===== config.mk =====
export PLATFORM = sky130hd
export DESIGN_NAME = html_escape_stream_core
export DESIGN_NICKNAME = d
export VERILOG_FILES = /design/src/sv/hes_pkg.sv /design/src/sv/html_escape_stream_core.sv /design/src/sv/hes_front.sv /design/src/sv/hes_fifo.sv /design/src/sv/hes_back.sv
export SDC_FILE = /design/constraint.sdc
export NUM_CORES = 1
export LEC_CHECK = 0
export BUFFER_PORTS_ARGS = -buffer_cell sky130_fd_sc_hd__buf_2
export CAP_MARGIN = 10
export CORE_MARGIN = 1
export CORE_UTILIZATION = 40
export DETAILED_ROUTE_END_ITERATION = 16
export PLACE_DENSITY_LB_ADDON = 0.12
export SLEW_MARGIN = 10
export SYNTH_ARGS = -nofsm -noshare
export SYNTH_HDL_FRONTEND = slang
export SYNTH_HIERARCHICAL = 1
export SYNTH_SLANG_ARGS = --single-unit

===== constraint.sdc =====
create_clock -name clk -period 9.71 [get_ports clk]
set_input_delay 1.4565 -clock clk [delete_from_list [all_inputs] [get_ports clk]]
set_output_delay 1.4565 -clock clk [all_outputs]
set_load 0.005 [all_outputs]

===== src/sv/hes_pkg.sv =====
// Shared types and constants for the HTML escape stream block.
package hes_pkg;

    localparam int MAX_RES     = 9;
    localparam int CNT_W       = $clog2(MAX_RES + 1);
    localparam int IDX_W       = $clog2(MAX_RES);
    localparam int QUEUE_DEPTH = 2;

    localparam logic [1:0] MODE_TEXT    = 2'd0;
    localparam logic [1:0] MODE_ATTR    = 2'd1;
    localparam logic [1:0] MODE_COMMENT = 2'd2;

    localparam logic [7:0] CH_AMP  = 8'h26;
    localparam logic [7:0] CH_LT   = 8'h3C;
    localparam logic [7:0] CH_GT   = 8'h3E;
    localparam logic [7:0] CH_QUOT = 8'h22;
    localparam logic [7:0] CH_DASH = 8'h2D;

    // Byte strings, stored last character first so byte 0 sits in the low bits
    localparam logic [39:0] ENT_AMP        = ";pma&";
    localparam logic [31:0] ENT_LT         = ";tl&";
    localparam logic [31:0] ENT_GT         = ";tg&";
    localparam logic [47:0] ENT_QUOT       = ";touq&";
    localparam logic [31:0] TXT_OPEN       = "--!<";
    localparam logic [23:0] TXT_CLOSE      = ">--";
    localparam logic [39:0] TXT_CLOSE_DASH = ">-- -";
    localparam logic [23:0] TXT_EMDASH     = 24'h9480E2;

    typedef struct packed {
        logic [1:0] mode;
        logic [7:0] in_byte;
        logic       has_byte;
        logic       first;
        logic       last;
    } in_word_t;

    typedef struct packed {
        logic [7:0] out_byte;
        logic       out_last;
    } out_word_t;

    typedef struct packed {
        logic [MAX_RES-1:0][7:0] bytes;
        logic [CNT_W-1:0]        count;
    } job_t;

endpackage


===== src/sv/html_escape_stream_core.sv =====
// Top level of the HTML escape stream block.
// A word with output bytes, accepted into an empty queue, shows its first byte in the
// next cycle. One input word per cycle while each yields a single byte and pop stays
// high; a word of n bytes holds the output for n pops, absorbed by a two-entry job queue.
// Reset: asynchronous, active low; clears the pending dash, the queue and the byte index.
module html_escape_stream_core #(
    parameter int QDEPTH = hes_pkg::QUEUE_DEPTH
) (
    input  logic               clk,
    input  logic               rst_n,
    input  hes_pkg::in_word_t  item,
    input  logic               push,
    output logic               full,
    output hes_pkg::out_word_t result,
    output logic               empty,
    input  logic               pop
);
    import hes_pkg::*;

    job_t job;
    job_t head;
    logic job_valid;
    logic accept;
    logic head_empty;
    logic head_pop;
    logic dash_pending;

    assign accept = push && !full;

    hes_front u_front (
        .clk          (clk),
        .rst_n        (rst_n),
        .item         (item),
        .accept       (accept),
        .job          (job),
        .job_valid    (job_valid),
        .dash_pending (dash_pending)
    );

    hes_fifo #(
        .DEPTH (QDEPTH)
    ) u_fifo (
        .clk     (clk),
        .rst_n   (rst_n),
        .wr_en   (accept && job_valid),
        .wr_data (job),
        .full    (full),
        .rd_en   (head_pop),
        .rd_data (head),
        .empty   (head_empty)
    );

    hes_back u_back (
        .clk        (clk),
        .rst_n      (rst_n),
        .head       (head),
        .head_empty (head_empty),
        .head_pop   (head_pop),
        .result     (result),
        .empty      (empty),
        .pop        (pop)
    );

    a_not_full_and_empty: assert property (@(posedge clk) disable iff (!rst_n)
        !(full && empty))
        else $error("queue reports full and empty together");

    a_last_clears_dash: assert property (@(posedge clk) disable iff (!rst_n)
        (accept && item.last) |=> !dash_pending)
        else $error("dash still pending after last word of a string");

    a_plain_clears_dash: assert property (@(posedge clk) disable iff (!rst_n)
        (accept && (item.mode != MODE_COMMENT)) |=> !dash_pending)
        else $error("dash pending after non-comment word");

    a_byte_reaches_output: assert property (@(posedge clk) disable iff (!rst_n)
        (accept && empty && item.has_byte && (item.mode != MODE_COMMENT)) |=> !empty)
        else $error("escaped byte did not reach the output");

endmodule


===== src/sv/hes_front.sv =====
// Front end: classifies each input word and builds its output byte job.
module hes_front (
    input  logic             clk,
    input  logic             rst_n,
    input  hes_pkg::in_word_t item,
    input  logic             accept,
    output hes_pkg::job_t    job,
    output logic             job_valid,
    output logic             dash_pending
);
    import hes_pkg::*;

    logic        dash_held_reg;
    logic        dash_held_next;
    logic        dash_in;
    logic        dash_mid;
    logic [31:0] pre_vec;
    logic [2:0]  pre_len;
    logic [47:0] body_vec;
    logic [2:0]  body_len;
    logic [39:0] suf_vec;
    logic [2:0]  suf_len;
    logic [2:0]  off_body;
    logic [3:0]  off_suf;

    always_comb
    begin
        dash_in  = item.first ? 1'b0 : dash_held_reg;
        dash_mid = 1'b0;
        pre_vec  = '0;
        pre_len  = '0;
        body_vec = '0;
        body_len = '0;
        suf_vec  = '0;
        suf_len  = '0;
        if (item.mode == MODE_COMMENT)
        begin
            dash_mid = dash_in;
            if (item.first)
            begin
                pre_vec = TXT_OPEN;
                pre_len = 3'd4;
            end
            if (item.has_byte)
            begin
                if (item.in_byte == CH_DASH)
                begin
                    if (dash_in)
                    begin
                        body_vec = 48'(TXT_EMDASH);
                        body_len = 3'd3;
                        dash_mid = 1'b0;
                    end
                    else
                    begin
                        dash_mid = 1'b1;
                    end
                end
                else
                begin
                    if (dash_in)
                    begin
                        body_vec = {32'h0, item.in_byte, CH_DASH};
                        body_len = 3'd2;
                    end
                    else
                    begin
                        body_vec = {40'h0, item.in_byte};
                        body_len = 3'd1;
                    end
                    dash_mid = 1'b0;
                end
            end
            if (item.last)
            begin
                if (dash_mid)
                begin
                    suf_vec = TXT_CLOSE_DASH;
                    suf_len = 3'd5;
                end
                else
                begin
                    suf_vec = 40'(TXT_CLOSE);
                    suf_len = 3'd3;
                end
                dash_mid = 1'b0;
            end
        end
        else if (item.has_byte)
        begin
            case (item.in_byte)
                CH_AMP:
                begin
                    body_vec = 48'(ENT_AMP);
                    body_len = 3'd5;
                end
                CH_LT:
                begin
                    body_vec = 48'(ENT_LT);
                    body_len = 3'd4;
                end
                CH_GT:
                begin
                    body_vec = 48'(ENT_GT);
                    body_len = 3'd4;
                end
                CH_QUOT:
                begin
                    if (item.mode == MODE_ATTR)
                    begin
                        body_vec = ENT_QUOT;
                        body_len = 3'd6;
                    end
                    else
                    begin
                        body_vec = {40'h0, item.in_byte};
                        body_len = 3'd1;
                    end
                end
                default:
                begin
                    body_vec = {40'h0, item.in_byte};
                    body_len = 3'd1;
                end
            endcase
        end
        dash_held_next = accept ? dash_mid : dash_held_reg;
    end

    assign off_body = pre_len;
    assign off_suf  = {1'b0, pre_len} + {1'b0, body_len};

    assign job.bytes = (8*MAX_RES)'(pre_vec)
                     | ((8*MAX_RES)'(body_vec) << {off_body, 3'b000})
                     | ((8*MAX_RES)'(suf_vec) << {off_suf, 3'b000});
    assign job.count = CNT_W'(pre_len) + CNT_W'(body_len) + CNT_W'(suf_len);
    assign job_valid = (job.count != '0);
    assign dash_pending = dash_held_reg;

    always_ff @(posedge clk or negedge rst_n)
    begin
        if (!rst_n)
        begin
            dash_held_reg <= 1'b0;
        end
        else
        begin
            dash_held_reg <= dash_held_next;
        end
    end

endmodule


===== src/sv/hes_fifo.sv =====
// Short job queue between the front end and the byte serialiser.
module hes_fifo #(
    parameter int DEPTH = hes_pkg::QUEUE_DEPTH
) (
    input  logic          clk,
    input  logic          rst_n,
    input  logic          wr_en,
    input  hes_pkg::job_t wr_data,
    output logic          full,
    input  logic          rd_en,
    output hes_pkg::job_t rd_data,
    output logic          empty
);
    import hes_pkg::*;

    localparam int PW = (DEPTH > 1) ? $clog2(DEPTH) : 1;
    localparam int CW = $clog2(DEPTH + 1);

    job_t          mem_reg [DEPTH];
    logic [PW-1:0] wr_ptr_reg;
    logic [PW-1:0] wr_ptr_next;
    logic [PW-1:0] rd_ptr_reg;
    logic [PW-1:0] rd_ptr_next;
    logic [CW-1:0] count_reg;
    logic [CW-1:0] count_next;
    logic          do_wr;
    logic          do_rd;

    assign full    = (count_reg == CW'(DEPTH));
    assign empty   = (count_reg == '0);
    assign do_wr   = wr_en && !full;
    assign do_rd   = rd_en && !empty;
    assign rd_data = mem_reg[rd_ptr_reg];

    always_comb
    begin
        wr_ptr_next = wr_ptr_reg;
        rd_ptr_next = rd_ptr_reg;
        count_next  = count_reg;
        if (do_wr)
        begin
            wr_ptr_next = (wr_ptr_reg == PW'(DEPTH - 1)) ? '0 : wr_ptr_reg + 1'b1;
        end
        if (do_rd)
        begin
            rd_ptr_next = (rd_ptr_reg == PW'(DEPTH - 1)) ? '0 : rd_ptr_reg + 1'b1;
        end
        if (do_wr && !do_rd)
        begin
            count_next = count_reg + 1'b1;
        end
        else if (do_rd && !do_wr)
        begin
            count_next = count_reg - 1'b1;
        end
    end

    always_ff @(posedge clk)
    begin
        if (do_wr)
        begin
            mem_reg[wr_ptr_reg] <= wr_data;
        end
    end

    always_ff @(posedge clk or negedge rst_n)
    begin
        if (!rst_n)
        begin
            wr_ptr_reg <= '0;
            rd_ptr_reg <= '0;
            count_reg  <= '0;
        end
        else
        begin
            wr_ptr_reg <= wr_ptr_next;
            rd_ptr_reg <= rd_ptr_next;
            count_reg  <= count_next;
        end
    end

endmodule


===== src/sv/hes_back.sv =====
// Back end: serialises the head job one output word per pop.
module hes_back (
    input  logic               clk,
    input  logic               rst_n,
    input  hes_pkg::job_t      head,
    input  logic               head_empty,
    output logic               head_pop,
    output hes_pkg::out_word_t result,
    output logic               empty,
    input  logic               pop
);
    import hes_pkg::*;

    logic [IDX_W-1:0] idx_reg;
    logic [IDX_W-1:0] idx_next;
    logic             take;

    assign empty           = head_empty;
    assign result.out_byte = head.bytes[idx_reg];
    assign result.out_last = (CNT_W'(idx_reg) == head.count - 1'b1);
    assign take            = pop && !head_empty;
    assign head_pop        = take && result.out_last;

    always_comb
    begin
        idx_next = idx_reg;
        if (take)
        begin
            idx_next = result.out_last ? '0 : idx_reg + 1'b1;
        end
    end

    always_ff @(posedge clk or negedge rst_n)
    begin
        if (!rst_n)
        begin
            idx_reg <= '0;
        end
        else
        begin
            idx_reg <= idx_next;
        end
    end

endmodule


==> results_dict.tcl, run 1 <==
set metrics [dict create \
    min-delay-start "u_fifo/count_reg[1]" \
    syn_avg_cell_area_um2 13.7 \
    status "complete, no violations" \
    antenna_found_initial 0 \
    finalSetupViolations 0 \
    tightest_slew_ns 1.02 \
    clk_path_buf_depth 2 \
    largest_reg_flops 152 \
    final-max-slew-violation-count 0 \
    design_area_um2 9170 \
    hold_depth 1 \
    yosysUniqueCellTypes 77 \
    seq_area_um2 4790 \
    worst_hold_path.endpoint "u_fifo/count_reg[1]" \
    drc 0 \
    drtAntennaViolNets 0 \
    clock_power_share_pct 26.3 \
    leakage_nw 3.37 \
    synth_ff_type "edfxtp_1" \
    path_class "in2reg" \
    power_mw 2.41 \
    cts_tree "done" \
    fillers 1873 \
    synth_top_area_share_pct 55.0 \
    power_frac_comb_pct 33.6 \
    ys_ff_latch 161 \
    ys_async_sr_fraction_pct 5.59 \
    p_sw_share_pct 31.5 \
    numPlacedInstances 881 \
    grt-ovfl-total 0 \
    path_clk_slew_ns 0.06 \
    setup-tns-final_ns 0 \
    yosys.area.top_type "edfxtp_1" \
    reg2regPathDepth 14 \
    routed_via_density 5.48 \
    vdd.ir_drop.worst_uv 74.4 \
    die_y_um 146 \
    layout.nets 657 \
    track_usage_pct 19.6 \
    die_area_um2 21300 \
    h-tree-depth 4 \
    clk_latency_ns 0.42 \
    cts_made_buffers 17 \
    clock-sinks 161 \
    grt_pass1_wl_mm 30.6 \
    syn_to_final_growth_pct 10.5 \
    multi_input_area_um2 3210 \
    power_density_nw_per_um2 263 \
    grt_pass1_vias 5057 \
    dp_hpwl_mm 13.7 \
    cts_hold_buf 0 \
    r2r_start "u_front/dash_pending" \
    grt_max_degree 63 \
    port_buffers 27 \
    crit_required_ns 9.77 \
    dieWidth_um 146 \
    hold_violations 0 \
    hp-class "reg2reg" \
    synthesis.area_um2 8300 \
    ys.warnings.count 6 \
    antennaDiodeCount 0 \
    power_frac_seq_pct 40.2 \
    period_share_pct 65.6 \
    initial_utilization_pct 40.9 \
    wl_mm 20.0 \
    drive_gt1_share_pct 30.0 \
    rsz0062_at_grt "no" \
    cts_resized 0 \
    synth-edff-count 152 \
    cts_root_buf "clkbuf_16" \
    drt_iter0_markers 447 \
    place_congestion 0.900 \
    core-area_um2 20300 \
    num_vias 5001 \
    io_pins 28 \
    internal-power_mw 1.65 \
    max_slew_margin_pct 32.2 \
    dpl_cell_area_um2 8610 \
    finClkSkew_ns 0.00503 \
    fmax_mhz 157 \
    worstReg2RegEnd "u_fifo/mem_reg[0][70]" \
    crit_path_start_kind "input pin" \
    netlist_instances 607 \
    rrSetupSlack_ns 4.81 \
    hold_slack_ns 0.544 \
    seq_area_frac_synth_pct 57.7 \
    synth_area_leaders "edfxtp_1 55%, mux2_2 8.5%, mux2_4 5.4%" \
    instances_no_fill 913 \
    post_drt_wl_per_cell_um 21.9 \
    first_pass_iters 5 \
    worst_setup_path_end_kind "register" \
    cap_viol_max_count 0 \
    cp_max_fo 50 \
    crit_arrival_ns 6.43 \
    worstSetupStartpoint "item[9]" \
    rows 52 \
    switchingPower_mw 0.759 \
    postCtsSetupRepairBufs 0 \
    period_needed_ns 6.37 \
]
[per-layer routing]
layer / share of wire, % / wire (um) / track usage (%)
met5: 0 / 0 / 0
met3: 3.9 / 775 / 4.19
met4: 1.7 / 345 / 6.15
met2: 47 / 9360 / 30.6
met1: 48 / 9540 / 27.4
[synthesized netlist by cell type (all sizes together) (2+ instances only)]
library cell and instances:
a2111o 2, a21o 5, a21oi 14, a221oi 2, a31oi 2, and3 5
and4b 2, buf 30, clkbuf 10, dfrtp 9, edfxtp 152, ha 9
inv 15, mux2 93, mux2i 3, mux4 8, nand2 44, nand2b 7
nand3 19, nand3b 2, nand4 5, nand4b 3, nor2 55, nor2b 4
nor3 13, nor3b 6, nor4 4, nor4b 2, o211ai 2, o21ai 19
o21bai 2, o22ai 8, o311ai 3, o31ai 13, or3b 2, xnor2 8
xor2 4
[cell families (layout without fill, tap and decap cells)]
group	Yosys count	in the layout	synth area share (%)
AOI/OAI and AO/OA	81	81	6.56
xor gates and xnor gates	13	13	1.63
adders and majority gates	10	10	1.60
buffers and inverters	56	85	4.10
DFF	161	161	57.7
muxes	104	104	16.5
other	1	8	0.0452
and+or+nand+nor	181	181	11.9
[stage by stage]
step / worst slack (ns) / utilization [%]
CTS: 3.34 / 45.2
global route: 2.97 / 45.2
floorplan: 1.61 / -
finish: 3.34 / 45.2
global placement: 2.97 / 42.4
detailed placement: 2.87 / 42.4
[power by group through the flow]
stage               clock, mW  sequential, mW  combinational [mW]
global placement            0           0.979               0.820
finish                  0.633           0.968               0.810
global route            0.677           0.982               0.875
CTS                     0.648           0.970               0.828
floorplan                   0           0.960               0.644
detailed placement          0           0.984               0.824
[final cells by class]
class / count / area share (%)
tap: 270 / 3.68
clock inverter: 15 / 1.49
sequential: 161 / 52.3
multi-input combinational: 397 / 35.0
inverter: 16 / 0.655
timing repair buffer: 37 / 2.29
clock buffer: 17 / 4.64
[worst max-delay path: stages]
cell and delay (ns):
buf_2 0.14, or3b_1 0.55, nor3_2 0.57, ha_1 0.34, and4b_1 0.19, a31oi_1 0.23
nand2_2 0.29, ha_1 0.31, inv_1 0.08, fa_1 0.38, inv_1 0.08, or4_1 0.12
and3b_1 0.18, nand2_1 0.13, nor2_4 0.65, buf_4 0.69
[cells in the final DEF, fill, tap and decap left out, drive strengths merged, types with 13 or more instances in the layout]
cell,n
clkbuf,17
inv,19
buf,37
o31ai,13
edfxtp,152
nor3,13
nand3,19
mux2,93
a21oi,14
nand2,44
nor2,55
o21ai,19
[how the worst max path moves through the flow]
stage                       endpoint  cells after the start
2_1_floorplan   u_fifo/mem_reg[0][0]                     16
3_3_place_gp   u_fifo/mem_reg[0][42]                     16
3_5_place_dp   u_fifo/mem_reg[0][42]                     16
4_1_cts        u_fifo/mem_reg[0][41]                     16
5_1_grt        u_fifo/mem_reg[0][55]                     16
6_report       u_fifo/mem_reg[0][70]                     16
Note: power is estimated with default switching activity, not from simulation.
==> run 2: changes to the inputs <==
- ABC_AREA: not set -> 1
- clock period: 9.71 -> 6.6 ns (I/O delays scaled with it)
==> results_dict.tcl, run 2 <==
set metrics [dict create \
    status "complete, no violations" \
    design_area_um2 9330 \
    clk_path_buf_depth 2 \
    power_density_nw_per_um2 391 \
    ys_async_sr_fraction_pct 5.59 \
    cts_root_buf "clkbuf_16" \
    rsz0062_at_grt "no" \
    num_vias 6056 \
    crit_path_start_kind "input pin" \
    place_congestion 0.912 \
    worst_setup_path_end_kind "register" \
    ys_ff_latch 161 \
    mostFrequentLayoutCell "nand2_1" \
    antennaDiodeCount 0 \
    antenna_found_initial 0 \
    critPathMaxStageDelay_ns 0.49 \
    cts_made_buffers 17 \
    crit_arrival_ns 4.92 \
    path_clk_slew_ns 0.07 \
    period_share_pct 73.2 \
    drtAntennaViolNets 0 \
    dieWidth_um 148 \
    max_slew_margin_pct 37.7 \
    cp_common_cell "inv_1" \
    multi_input_area_um2 3070 \
    track_usage_pct 21.2 \
    period_needed_ns 4.83 \
    first_pass_iters 5 \
    finClkSkew_ns 0.0150 \
    netlist_instances 936 \
    drt_iter0_markers 452 \
    final-max-slew-violation-count 0 \
    path_class "in2reg" \
    fin_ws_ns 1.77 \
    die_area_um2 21800 \
    cts_resized 0 \
    vdd.ir_drop.worst_uv 240 \
    wl_mm 21.5 \
    yosys.area.top_type "edfxtp_1" \
    syn_avg_cell_area_um2 9.09 \
    rows 52 \
    fillers 2060 \
    synth_ff_type "edfxtp_1" \
    synthesis.area_um2 8500 \
    yosysUniqueCellTypes 47 \
    hp-class "in2async" \
    grt_pass1_wl_mm 34.0 \
    ys.warnings.count 6 \
    cts_tree "done" \
    synthTopCellsByCount "347 x nand2_1, 152 x edfxtp_1, 105 x nor2_1, 69 x inv_1, 44 x nand3_1" \
    synth_area_leaders "edfxtp_1 54%, nand2_1 15%, nor2_1 4.6%" \
    grt-ovfl-total 0 \
    io_pins 28 \
    final_cell_mix "347 x nand2_1, 152 x edfxtp_1, 104 x nor2_1" \
    grt_pass1_vias 5864 \
    die_y_um 148 \
    tightest_slew_ns 0.935 \
    cts_hold_buf 0 \
    largest_reg_flops 152 \
    cp_max_fo 61 \
    numPlacedInstances 1202 \
    path_cells "buf_2 -> inv_1 -> nand2_1 -> nor2_4 -> nand2_1 -> inv_1 -> ha_1 -> o21ai_0 -> inv_1 -> nand2_4 -> inv_1 -> ha_1 -> inv_1 -> fa_1 -> xnor2_1 -> nor3_1 -> nand2_1 -> inv_1 -> nor2_2 -> o21ai_0 -> nor2_4 -> buf_12" \
    syn_to_final_growth_pct 9.68 \
    leakage_nw 4.04 \
    setup-tns-final_ns 0 \
    port_buffers 27 \
    crit_required_ns 6.69 \
    post-place-ws_ns 1.31 \
    hold_slack_ns 0.430 \
    clock-sinks 161 \
    seq_area_frac_synth_pct 56.3 \
    h-tree-depth 4 \
    dp_hpwl_mm 14.0 \
    cap_viol_max_count 0 \
    core-area_um2 20600 \
    initial_utilization_pct 41.4 \
    instances_no_fill 1233 \
    layout.nets 978 \
    fmax_mhz 207 \
    r2r_start "u_front/dash_pending" \
    seq_area_um2 4790 \
    hold_violations 0 \
    clk_latency_ns 0.43 \
    dpl_cell_area_um2 8740 \
    synth_top_area_share_pct 53.7 \
    slowest_stage "nor2_4" \
    yosysMostFrequentCell "nand2_1" \
    drc 0 \
    finalSetupViolations 0 \
    synth-edff-count 152 \
    drive_gt1_share_pct 12.5 \
    worstSetupStartpoint "item[7]" \
    grt_max_degree 78 \
    post_drt_wl_per_cell_um 17.5 \
    routed_via_density 4.91 \
    postCtsSetupRepairBufs 0 \
]
run 2: cell types whose count changed after synthesis, sizes merged, moves of 10 or more:
cell | before | now
o21ai | 19 | 60
nand2 | 44 | 359
nor2 | 55 | 118
o31ai | 13 | 0
buf | 30 | 40
inv | 15 | 83
mux2 | 93 | 0
nand3 | 19 | 48
run 2: worst max-delay path: cells and delay by family:
| kind | cells | cell delay [ns] |
|---|---|---|
| AOI/OAI and AO/OA | 2 | 0.25 |
| buffers and inverters | 8 | 1.24 |
| and+or+nand+nor | 8 | 1.37 |
| adders and majority gates | 3 | 0.78 |
| xor gates and xnor gates | 1 | 0.22 |
run 2: through the flow:
step	util [%]	total power, mW
2_1_floorplan	-	2.32
3_3_place_gp	42.5	2.70
3_5_place_dp	42.5	2.71
4_1_cts	45.4	3.71
5_1_grt	45.4	3.89
6_report	45.4	3.65
run 2: final timing paths:
path | endpoint | slack [ns] | depth (start not counted)
worst max-delay path | u_fifo/mem_reg[1][37] | 1.77 | 22
worst min-delay path | u_front/dash_pending | 0.43 | 1
worst max register to register | u_fifo/mem_reg[1][37] | 2.23 | 19
worst min register to register | u_fifo/wr_ptr_reg | 0.48 | 2
max in group asynchronous | u_fifo/rd_ptr_reg | 5.92 | 1
min in group clk | u_fifo/wr_ptr_reg | 0.48 | 2
run 2: routing by layer:
layer	wire length [um]	GRT usage, %
met5	0	0
met4	393	7.16
met3	774	3.15
met2	9980	33.8
met1	10400	29.5
run 2: cells by family after synthesis:
family	Yosys count	share of synthesized area, %
simple gates	542	27.5
flops	161	56.3
buf+inv	129	7.94
compound gates	87	6.05
fa+ha+maj	10	1.56
xor+xnor	6	0.618
other cells	1	0.0441
run 2: final cells by class:
type | instances | share of cell area [%]
sequential | 161 | 51.4
clock inverter | 13 | 1.72
tap | 270 | 3.62
clock buffer | 18 | 4.60
multi-input combinational | 653 | 32.9
inverter | 84 | 3.47
timing repair buffer | 34 | 2.28
run 2: power by group:
group,leakage (nW),switching (mW),internal [mW]
Clock,0.288,0.403,0.594
Combinational,2.22,0.904,0.359
Sequential,1.54,0.0678,1.32
Total,4.04,1.37,2.28
